`config.mk`:
```
export PLATFORM = sky130hd
export DESIGN_NAME = key_matrix_change_scanner_core
export DESIGN_NICKNAME = d
export VERILOG_FILES = /design/src/sv/kmcs_pkg.sv /design/src/sv/key_matrix_change_scanner_core.sv /design/src/sv/kmcs_front.sv /design/src/sv/kmcs_queue.sv /design/src/sv/kmcs_back.sv
export SDC_FILE = /design/constraint.sdc
export NUM_CORES = 1
export LEC_CHECK = 0
export BUFFER_PORTS_ARGS = -buffer_cell sky130_fd_sc_hd__clkbuf_2
export CAP_MARGIN = 5
export CORE_ASPECT_RATIO = 1.4
export CORE_MARGIN = 1.5
export CORE_UTILIZATION = 50
export DETAILED_ROUTE_END_ITERATION = 10
export PLACE_DENSITY_LB_ADDON = 0.25
export REMOVE_ABC_BUFFERS = 1
export SLEW_MARGIN = 15
export SYNTH_ARGS = -nofsm -noshare
export SYNTH_HDL_FRONTEND = slang
export SYNTH_SLANG_ARGS = --single-unit
export TNS_END_PERCENT = 30
```
`constraint.sdc`:
```
create_clock -name clk -period 3.35 [get_ports clk]
set_input_delay 0.67 -clock clk [delete_from_list [all_inputs] [get_ports clk]]
set_output_delay 0.67 -clock clk [all_outputs]
set_load 0.005 [all_outputs]
```
`src/sv/kmcs_pkg.sv`:
```
// ----------------------------------------------------------------------------
// kmcs_pkg
// Shared widths, defaults and the change record of the key matrix scanner.
// ----------------------------------------------------------------------------
package kmcs_pkg;

    localparam int KEY_W  = 6;   // sampled columns per row item
    localparam int ROW_W  = 2;   // row field of a scancode
    localparam int COL_W  = 3;   // column field of a scancode
    localparam int CODE_W = 8;

    localparam int DEFAULT_ROWS    = 4;
    localparam int DEFAULT_COLUMNS = 6;
    localparam int DEFAULT_QDEPTH  = 2;

    // One row sample that changed: the new levels and the columns that moved.
    typedef struct packed {
        logic [ROW_W-1:0] row;
        logic [KEY_W-1:0] levels;
        logic [KEY_W-1:0] change;
    } rec_t;

    typedef struct packed {
        logic push;
        logic full;
    } qwr_t;

    typedef struct packed {
        logic pop;
        logic empty;
    } qrd_t;

endpackage

```
`src/sv/key_matrix_change_scanner_core.sv`:
```
// ----------------------------------------------------------------------------
// key_matrix_change_scanner_core
// Compares each sampled key row with its stored levels and reports every
// press or release as a scancode.
// ----------------------------------------------------------------------------
//  Channel  Dir  Handshake          Payload
//  s_axis   in   s_tvalid/s_tready  s_tdata[5:0] key_bits
//  m_axis   out  m_tvalid/m_tready  m_tdata[7:0] scancode, m_tlast last
//
//  A row item is taken whenever the change queue has room, also while the back
//  end is still busy with an earlier row; a row with no change produces nothing.
//  The back end emits one scancode per cycle while the output is not stalled, so
//  a row with k changed columns (at most six) gives k scancodes; that emitter sets the sustained rate.
//  Reset clears the row index and all stored row levels at once.
//  A stalled output holds its scancode while the front keeps taking rows until
//  the queue fills.
// ----------------------------------------------------------------------------
module key_matrix_change_scanner_core #(
    parameter int ROWS    = kmcs_pkg::DEFAULT_ROWS,
    parameter int COLUMNS = kmcs_pkg::DEFAULT_COLUMNS,
    parameter int QDEPTH  = kmcs_pkg::DEFAULT_QDEPTH
) (
    input  logic       clk,
    input  logic       rst_n,
    input  logic       s_tvalid,
    output logic       s_tready,
    input  logic [7:0] s_tdata,   // [5:0] key_bits, [7:6] zero
    output logic       m_tvalid,
    input  logic       m_tready,
    output logic [7:0] m_tdata,   // [7:0] scancode
    output logic       m_tlast
);
    import kmcs_pkg::*;

    rec_t fe_rec;
    rec_t q_rec;
    qwr_t q_wr;
    qrd_t q_rd;
    logic fe_push;
    logic be_pop;
    logic take;

    assign s_tready = !q_wr.full;
    assign take     = s_tvalid && s_tready;

    kmcs_front #(
        .ROWS    (ROWS),
        .COLUMNS (COLUMNS)
    ) u_front (
        .clk      (clk),
        .rst_n    (rst_n),
        .take     (take),
        .key_bits (s_tdata[KEY_W-1:0]),
        .rec      (fe_rec),
        .push     (fe_push)
    );

    kmcs_queue #(
        .DEPTH (QDEPTH)
    ) u_queue (
        .clk     (clk),
        .rst_n   (rst_n),
        .wr_data (fe_rec),
        .wr      (q_wr),
        .push    (fe_push),
        .rd_data (q_rec),
        .rd      (q_rd),
        .pop     (be_pop)
    );

    kmcs_back u_back (
        .clk      (clk),
        .rst_n    (rst_n),
        .rec      (q_rec),
        .rd       (q_rd),
        .pop      (be_pop),
        .m_tvalid (m_tvalid),
        .m_tready (m_tready),
        .m_tdata  (m_tdata),
        .m_tlast  (m_tlast)
    );

endmodule

```
`src/sv/kmcs_front.sv`:
```
// ----------------------------------------------------------------------------
// kmcs_front
// Accepts row samples, compares them with the stored levels of the row and
// hands changed rows to the queue.
// ----------------------------------------------------------------------------
module kmcs_front #(
    parameter int ROWS    = kmcs_pkg::DEFAULT_ROWS,
    parameter int COLUMNS = kmcs_pkg::DEFAULT_COLUMNS
) (
    input  logic                    clk,
    input  logic                    rst_n,
    input  logic                    take,
    input  logic [kmcs_pkg::KEY_W-1:0] key_bits,
    output kmcs_pkg::rec_t          rec,
    output logic                    push
);
    import kmcs_pkg::*;

    localparam int EFF_COLS = (COLUMNS < KEY_W) ? COLUMNS : KEY_W;
    localparam logic [KEY_W-1:0] COL_MASK = KEY_W'((1 << EFF_COLS) - 1);
    localparam logic [ROW_W-1:0] LAST_ROW = ROW_W'(ROWS - 1);

    logic [ROW_W-1:0] row_reg;
    logic [ROW_W-1:0] row_next;
    logic [KEY_W-1:0] prior_reg [ROWS];
    logic [KEY_W-1:0] now_levels;
    logic [KEY_W-1:0] change;

    assign now_levels = key_bits & COL_MASK;
    assign change     = (prior_reg[row_reg] ^ now_levels) & COL_MASK;
    assign row_next   = (row_reg == LAST_ROW) ? '0 : row_reg + 1'b1;

    assign rec.row    = row_reg;
    assign rec.levels = now_levels;
    assign rec.change = change;
    assign push       = take && (change != '0);

    always_ff @(posedge clk or negedge rst_n)
    begin
        if (!rst_n)
        begin
            row_reg <= '0;
            for (int r = 0; r < ROWS; r++)
            begin
                prior_reg[r] <= '0;
            end
        end
        else if (take)
        begin
            prior_reg[row_reg] <= now_levels;
            row_reg            <= row_next;
        end
    end

endmodule

```
`src/sv/kmcs_queue.sv`:
```
// ----------------------------------------------------------------------------
// kmcs_queue
// Short queue of change records between the front and the back.
// ----------------------------------------------------------------------------
module kmcs_queue #(
    parameter int DEPTH = kmcs_pkg::DEFAULT_QDEPTH
) (
    input  logic           clk,
    input  logic           rst_n,
    input  kmcs_pkg::rec_t wr_data,
    output kmcs_pkg::qwr_t wr,
    input  logic           push,
    output kmcs_pkg::rec_t rd_data,
    output kmcs_pkg::qrd_t rd,
    input  logic           pop
);
    import kmcs_pkg::*;

    localparam int PTR_W = (DEPTH > 1) ? $clog2(DEPTH) : 1;
    localparam int CNT_W = $clog2(DEPTH + 1);
    localparam logic [PTR_W-1:0] LAST_PTR = PTR_W'(DEPTH - 1);

    rec_t             mem_reg [DEPTH];
    logic [PTR_W-1:0] wr_ptr_reg;
    logic [PTR_W-1:0] rd_ptr_reg;
    logic [CNT_W-1:0] count_reg;
    logic             do_push;
    logic             do_pop;

    assign wr.full  = (count_reg == CNT_W'(DEPTH));
    assign wr.push  = do_push;
    assign rd.empty = (count_reg == '0);
    assign rd.pop   = do_pop;
    assign rd_data  = mem_reg[rd_ptr_reg];
    assign do_push  = push && !wr.full;
    assign do_pop   = pop && !rd.empty;

    always_ff @(posedge clk)
    begin
        if (do_push)
        begin
            mem_reg[wr_ptr_reg] <= wr_data;
        end
    end

    always_ff @(posedge clk or negedge rst_n)
    begin
        if (!rst_n)
        begin
            wr_ptr_reg <= '0;
            rd_ptr_reg <= '0;
            count_reg  <= '0;
        end
        else
        begin
            if (do_push)
            begin
                wr_ptr_reg <= (wr_ptr_reg == LAST_PTR) ? '0 : wr_ptr_reg + 1'b1;
            end
            if (do_pop)
            begin
                rd_ptr_reg <= (rd_ptr_reg == LAST_PTR) ? '0 : rd_ptr_reg + 1'b1;
            end
            if (do_push && !do_pop)
            begin
                count_reg <= count_reg + 1'b1;
            end
            else if (do_pop && !do_push)
            begin
                count_reg <= count_reg - 1'b1;
            end
        end
    end

endmodule

```
`src/sv/kmcs_back.sv`:
```
// ----------------------------------------------------------------------------
// kmcs_back
// Walks the changed columns of one record, lowest first, and drives one
// scancode per cycle, while the output is not stalled, into the output register.
// ----------------------------------------------------------------------------
module kmcs_back (
    input  logic                          clk,
    input  logic                          rst_n,
    input  kmcs_pkg::rec_t                rec,
    input  kmcs_pkg::qrd_t                rd,
    output logic                          pop,
    output logic                          m_tvalid,
    input  logic                          m_tready,
    output logic [kmcs_pkg::CODE_W-1:0]   m_tdata,
    output logic                          m_tlast
);
    import kmcs_pkg::*;

    logic              work_valid_reg;
    logic [ROW_W-1:0]  work_row_reg;
    logic [KEY_W-1:0]  work_levels_reg;
    logic [KEY_W-1:0]  work_mask_reg;
    logic              out_valid_reg;
    logic [CODE_W-1:0] out_code_reg;
    logic              out_last_reg;

    logic              advance;
    logic [COL_W-1:0]  col;
    logic [KEY_W-1:0]  mask_next;
    logic              final_col;
    logic              pressed;

    always_comb
    begin
        col = '0;
        for (int i = KEY_W - 1; i >= 0; i--)
        begin
            if (work_mask_reg[i])
            begin
                col = COL_W'(i);
            end
        end
    end

    assign mask_next = work_mask_reg & (work_mask_reg - 1'b1);
    assign final_col = (mask_next == '0);
    assign pressed   = work_levels_reg[col];
    assign advance   = work_valid_reg && (!out_valid_reg || m_tready);
    assign pop       = !rd.empty && (!work_valid_reg || (advance && final_col));

    assign m_tvalid = out_valid_reg;
    assign m_tdata  = out_code_reg;
    assign m_tlast  = out_last_reg;

    always_ff @(posedge clk)
    begin
        if (advance)
        begin
            out_code_reg <= {~pressed, 2'b00, col, work_row_reg};
            out_last_reg <= final_col;
        end
        if (pop)
        begin
            work_row_reg    <= rec.row;
            work_levels_reg <= rec.levels;
        end
    end

    always_ff @(posedge clk or negedge rst_n)
    begin
        if (!rst_n)
        begin
            work_valid_reg <= 1'b0;
            work_mask_reg  <= '0;
            out_valid_reg  <= 1'b0;
        end
        else
        begin
            if (advance)
            begin
                out_valid_reg <= 1'b1;
            end
            else if (m_tready)
            begin
                out_valid_reg <= 1'b0;
            end

            if (pop)
            begin
                work_valid_reg <= 1'b1;
                work_mask_reg  <= rec.change;
            end
            else if (advance)
            begin
                work_valid_reg <= !final_col;
                work_mask_reg  <= mask_next;
            end
        end
    end

endmodule

```
==> results of run 1 <==
-- synth_stat cells --
master,number
a211oi_1,1
a211oi_2,1
a21o_1,2
a21oi_1,2
and2_1,1
buf_1,1
buf_2,1
buf_4,3
buf_6,1
clkbuf_1,3
conb_1,1
dfrtp_1,38
edfxtp_1,43
ha_1,5
inv_1,12
inv_2,3
maj3_1,1
mux2_1,5
mux2_2,27
mux2i_1,15
mux4_2,6
nand2_1,12
nand2b_1,2
nand3b_1,1
nand4_1,1
nor2_1,9
nor3_1,3
o21ai_0,3
o21ai_1,5
o21bai_1,1
o31ai_1,1
o31ai_4,1
or3_1,1
or4_1,2
xnor2_1,7
xnor2_2,1
xor2_1,2
xor2_2,1
-- kinds of logic (layout without fill, tap and decap cells) --
group | Yosys count | count (layout) | synth area share
DFF | 81 | 81 | 0.6490
muxes | 53 | 53 | 0.1869
and+or+nand+nor | 32 | 32 | 0.04274
buffers and inverters | 24 | 50 | 0.03187
AOI/OAI and AO/OA | 17 | 17 | 0.03513
xor gates and xnor gates | 11 | 11 | 0.03224
adders and majority gates | 6 | 6 | 0.02101
other | 1 | 2 | 0.001086
-- how the worst min path moves through the flow --
| stage | slack [ns] | startpoint | endpoint | cells after the start |
|---|---|---|---|---|
| after global placement | 0.40 | u_back.work_row_reg[1] | u_back.m_tdata[1] | 0 |
| after CTS | 0.43 | u_back.work_row_reg[0] | u_back.m_tdata[0] | 0 |
| final | 0.43 | u_back.work_row_reg[0] | u_back.m_tdata[0] | 0 |
| after detailed placement | 0.41 | u_back.work_row_reg[0] | u_back.m_tdata[0] | 0 |
| after global routing | 0.44 | u_back.work_row_reg[1] | u_back.m_tdata[1] | 0 |
| after floorplan | 0.37 | rst_n | u_back.m_tvalid | 0 |
-- power by group --
part | leakage [nW] | switching [mW] | internal [mW]
Sequential | 0.856 | 0.283 | 1.61
Clock | 0.0942 | 0.356 | 0.274
Combinational | 0.583 | 0.618 | 0.671
Total | 1.53 | 1.26 | 2.55
-- worst reg2reg max path, stage by stage (launching register included) --
cell and delay (ns):
dfrtp_1 0.69, mux4_2 0.59, xnor2_1 0.20, nand4_1 0.17, o31ai_4 0.31, inv_1 0.08, ha_1 0.31, nor2_1 0.14
xor2_1 0.14
-- per-layer routing --
layer,track usage,wire [µm],vias to the layer above
li1,-,-,849
met1,0.1827,1961,857
met2,0.2839,2772,29
met3,0.03881,138,11
met4,0.08128,117,0
met5,0,0,-
-- layout by cell type (no fill, tap or decap), types with 7 or more instances in the layout --
master / synthesis / routed
xnor2_1: 7 / 7
edfxtp_1: 43 / 43
nor2_1: 9 / 7
mux2_2: 27 / 27
dfrtp_1: 38 / 38
clkbuf_8: 0 / 9
mux2i_1: 15 / 15
clkbuf_2: 0 / 18
inv_1: 12 / 12
nand2_1: 12 / 12
-- layout make-up --
| class | instances | share of cell area |
|---|---|---|
| Tap cell | 92 | 0.03032 |
| Timing Repair Buffer | 19 | 0.02571 |
| Clock inverter | 7 | 0.01318 |
| Clock buffer | 9 | 0.03263 |
| Multi-Input combinational cell | 121 | 0.2927 |
| Sequential cell | 81 | 0.5906 |
| Inverter | 15 | 0.01483 |
-- metrics by stage --
stage	power, mW	hold WS, ns
finish	3.812	0.4262
global route	4.102	0.4379
CTS	3.867	0.4275
detailed placement	3.233	0.4063
global placement	3.165	0.4023
floorplan	2.879	0.3744
==> impl_metrics.csv, run 1 <==
group,metric,value,unit
run_status,status,"finished clean",
cts,cts_tree,"yes",
place,dp.cells,328,
cts,clk_latency,0.35,ns
timing,finalSetupViolCount,0,
synthesis,synth_area_leaders,"edfxtp_1 (37%), dfrtp_1 (28%), mux2_2 (8.8%), mux2i_1 (4.3%), mux4_2 (3.9%)",
cells_and_area,nets,264,
timing,finalSetupTns,0,ns
grt,grt_max_degree,39,
worst_hold_path,hold_class,"reg -> reg",
routing,firstDrtPassIters,4,
grt,grt_antenna_before_repair,0,
setup_path,path_cells,"mux4_2 > xnor2_1 > nand4_1 > o31ai_4 > inv_1 > ha_1 > nor2_1 > xor2_1",
synthesis,synth_cells,225,
timing,post-route-period-util,0.8081,
die,rows,35,
setup_path,critPathBufInv,1,
synthesis,synth.distinct_cells,38,
synthesis,seq_area_frac_synth,0.6490,
timing,rsz0062_at_grt,"false",
setup_path,path_depth,8,
cells_and_area,fin_util,0.5741,
setup_path,critPathLaunch,"u_front.row_reg[0]",
setup_path,worstReg2RegEnd,"u_queue.count_reg[1]",
synthesis,synth_area,3455,µm²
pwr,p_leak,1.534,nW
cells_and_area,largest_reg_flops,28,
die,initial_utilization,0.5224,
setup_path,cp_top_family,"flip-flops",
cts,clkTransAtPathRegs,0.09,ns
cells_and_area,instances_no_fill,344,
place,dpl_cell_area,3617,µm²
synthesis,synth_seq_cells,81,
setup_path,path_class,"reg -> reg",
setup_path,reg2reg_depth,8,
routing,drc,0,
grt,grt_first_pass_wirelength,8763,µm
routing,drt_wl_total,4991,µm
timing,maxSlewViolCount,0,
setup_path,r2r_slack,0.64,ns
timing,maxSlewHeadroom,0.3616,
timing,hold_violations,0,
grt,gr-total-overflow,0,
die,die_width,73.25,µm
routing,drtIter0Drc,74,
cells_and_area,antenna_cells,0,
cts,root_buffer,"clkbuf_8",
setup_path,required,3.63,ns
synthesis,avgSynthCellArea,15.35,µm²
die,coreArea,6613,µm²
cts,htree_levels,3,
routing,vias,1746,
die,dieHeight,101.4,µm
cells_and_area,nFillCells,553,
timing,fin_ws,0.6429,ns
die,ios,23,
setup_path,worst_setup_path_start_kind,"flop",
grt,track_usage,0.1624,
setup_path,r2r_start,"u_front.row_reg[0]",
setup_path,crit_end,"u_queue.count_reg[1]",
timing,worst-slew-pin-transition,0.9576,ns
cts,hold_buffers,0,
synthesis,yosysWarnings,0,
place,hpwl,3580,µm
place,gp_congestion,0.7960,
cells_and_area,regArea,2242,µm²
setup_path,cp-end-kind,"flop",
grt,grt_pass1_vias,1877,
cts,numCtsBuffers,9,
setup_path,slowest_delay,0.69,ns
timing,fin_crit,2.707,ns
place,dp_worst_setup_slack,0.3192,ns
synthesis,synth_top_cell_by_area,"edfxtp_1",
routing,detail-route-antenna-nets,0,
setup_path,cp_max_fo,12,
cts,numClockSinks,81,
cells_and_area,multiInputGateArea,1111,µm²
cells_and_area,area_growth,9.888,%
cts,cts_buffer_depth,2,
setup_path,slowest_stage,"dfrtp_1",
pwr,p_per_area,1004,nW/µm²
pwr,ir_drop,0.4645,mV
cells_and_area,drive_above_1_share,0.3056,
routing,wl_per_cell,14.51,µm
cells_and_area,post-route-cell-area,3796,µm²
cts,cts_setup_buffers,0,
routing,vias_per_cell,5.076,
place,port_buffers,18,
cts,post_cts_resized,0,
timing,fmax,0.3694,GHz
timing,fin_skew,0.01214,ns
die,die_area,7424,µm²
synthesis,synth_top_area_share,0.3738,
setup_path,cp.arrival,2.99,ns
flow_run,drv_cap,0,
Power figures use the tool's default switching activity.
==> inputs of run 2 (changes only) <==
==> constraint.sdc (replaced) <==
create_clock -name clk -period 2.7 [get_ports clk]
set_input_delay 0.54 -clock clk [delete_from_list [all_inputs] [get_ports clk]]
set_output_delay 0.54 -clock clk [all_outputs]
set_load 0.005 [all_outputs]
==> run 2 against run 1 <==
Compared with the run above: worst setup slack got worse by 0.50 ns; non-clock buffer count rose by 9; maximum frequency rose by 5.9%; clock power rose by 57%; final cell count rose by 2.6%; combinational power rose by 34%; final area rose by 3.4%; largest cell class unchanged.
==> impl_metrics.csv, run 2 (synthesized netlist as in run 1, its figures left out) <==
group,metric,value,unit
die,ios,23,
cells_and_area,final_common_cell,"edfxtp_1",
setup_path,cp.arrival,2.83,ns
timing,finalSetupTns,0,ns
cts,numClockSinks,81,
flow_run,drv_cap,0,
setup_path,r2r_slack,0.14,ns
cts,cts_buffer_depth,2,
setup_path,cp-end-kind,"flop",
routing,firstDrtPassIters,4,
cts,numCtsBuffers,9,
timing,maxSlewHeadroom,0.3466,
routing,wl_per_cell,14.35,µm
pwr,p_total,5.054,mW
die,die_width,73.25,µm
timing,fin_skew,0.01105,ns
die,rows,35,
cts,clkTransAtPathRegs,0.09,ns
routing,drc,0,
cells_and_area,antenna_cells,0,
run_status,status,"finished clean",
setup_path,worstReg2RegEnd,"u_queue.count_reg[1]",
place,dpl_cell_area,3670,µm²
place,port_buffers,18,
cells_and_area,nets,273,
grt,grt_first_pass_wirelength,8666,µm
die,dieHeight,101.4,µm
timing,fin_ws,0.1446,ns
die,coreArea,6613,µm²
place,dp_worst_setup_slack,-0.1472,ns
routing,detail-route-antenna-nets,0,
timing,rsz0062_at_grt,"false",
routing,vias_per_cell,5.051,
timing,hold_violations,0,
cells_and_area,post-route-cell-area,3924,µm²
timing,post-route-period-util,0.9464,
setup_path,worst_setup_path_start_kind,"flop",
setup_path,crit_end,"u_queue.count_reg[1]",
setup_path,r2r_start,"u_front.row_reg[0]",
cts,clk_latency,0.35,ns
grt,grt_max_degree,39,
grt,grt_antenna_before_repair,0,
setup_path,reg2reg_depth,10,
worst_hold_path,hold_class,"in -> async",
place,hpwl,3641,µm
cells_and_area,largest_reg_flops,28,
pwr,p_leak,1.601,nW
place,gp_congestion,0.7880,
timing,maxSlewViolCount,0,
grt,grt_pass1_vias,1861,
timing,fmax,0.3913,GHz
routing,drt_wl_total,5066,µm
timing,holdWs,0.3356,ns
timing,finalSetupViolCount,0,
grt,gr-total-overflow,0,
cells_and_area,area_growth,13.58,%
cts,htree_levels,3,
die,die_area,7424,µm²
grt,track_usage,0.1616,
die,initial_utilization,0.5224,
cts,root_buffer,"clkbuf_8",
cells_and_area,drive_above_1_share,0.3333,
setup_path,cp_max_fo,7,
pwr,ir_drop,0.6586,mV
routing,drtIter0Drc,36,
cells_and_area,final_cell_mix,"edfxtp_1 (43), dfrtp_1 (37), mux2_2 (27)",
timing,worst-slew-pin-transition,0.9801,ns
pwr,p_per_area,1288,nW/µm²
setup_path,critPathLaunch,"u_front.row_reg[0]",
timing,fin_crit,2.555,ns
setup_path,required,2.97,ns
cts,cts_tree,"yes",
routing,vias,1783,
cells_and_area,nFillCells,504,
setup_path,path_class,"reg -> reg",
[run 2: where the power goes]
part	total, mW	switching (mW)	internal (mW)
Sequential	2.34	0.338	2.00
Clock	0.987	0.455	0.532
Combinational	1.73	0.801	0.929
[run 2: layout make-up]
class                           instances  area (µm²)  share of cell area
Timing Repair Buffer                   28       165.2             0.04209
Clock inverter                          7       101.3             0.02583
Clock buffer                            9       123.9             0.03157
Tap cell                               92       115.1             0.02934
Inverter                               15       56.30             0.01435
Sequential cell                        81        2243              0.5717
Multi-Input combinational cell        121        1119              0.2851
[run 2: what timing repair did]
action,in CTS,in global routing
gates resized for setup,3,1
endpoints found under the hold margin,0,0
hold buffers,0,0
pin swaps,0,1
setup endpoints to repair,28,1
buffers inserted,0,2
[run 2: routing by layer]
metal / vias up / part of all wire / track usage
met5: - / 0 / 0
met4: 0 / 0.024 / 0.08999
met3: 9 / 0.029 / 0.04179
met2: 26 / 0.56 / 0.2839
met1: 879 / 0.39 / 0.1738
li1: 869 / - / -
[run 2: through the flow]
step / std cells / util
global placement: 335 / 0.5550
floorplan: 217 / -
detailed placement: 335 / 0.5550
finish: 353 / 0.5934
CTS: 351 / 0.5900
global route: 353 / 0.5934
[run 2: critical path, cell delays in order, from the launching register on]
cell and delay, ns:
dfrtp_2 0.49, mux4_2 0.54, xnor2_1 0.21, nand4_1 0.17
o31ai_4 0.29, buf_4 0.17, inv_1 0.04, ha_1 0.18
xor2_1 0.15, nor2_1 0.11, xor2_1 0.15
[run 2: worst min path at each step]
stage / start / to / slack, ns / cells past startpoint
floorplan: rst_n / u_back.m_tvalid / 0.24 / 0
global placement: u_back.work_row_reg[1] / u_back.m_tdata[1] / 0.40 / 0
detailed placement: u_back.work_row_reg[0] / u_back.m_tdata[0] / 0.41 / 0
CTS: rst_n / u_front.prior_reg[2] / 0.35 / 1
global route: rst_n / u_front.prior_reg[2] / 0.40 / 1
finish: rst_n / u_front.prior_reg[2] / 0.34 / 1
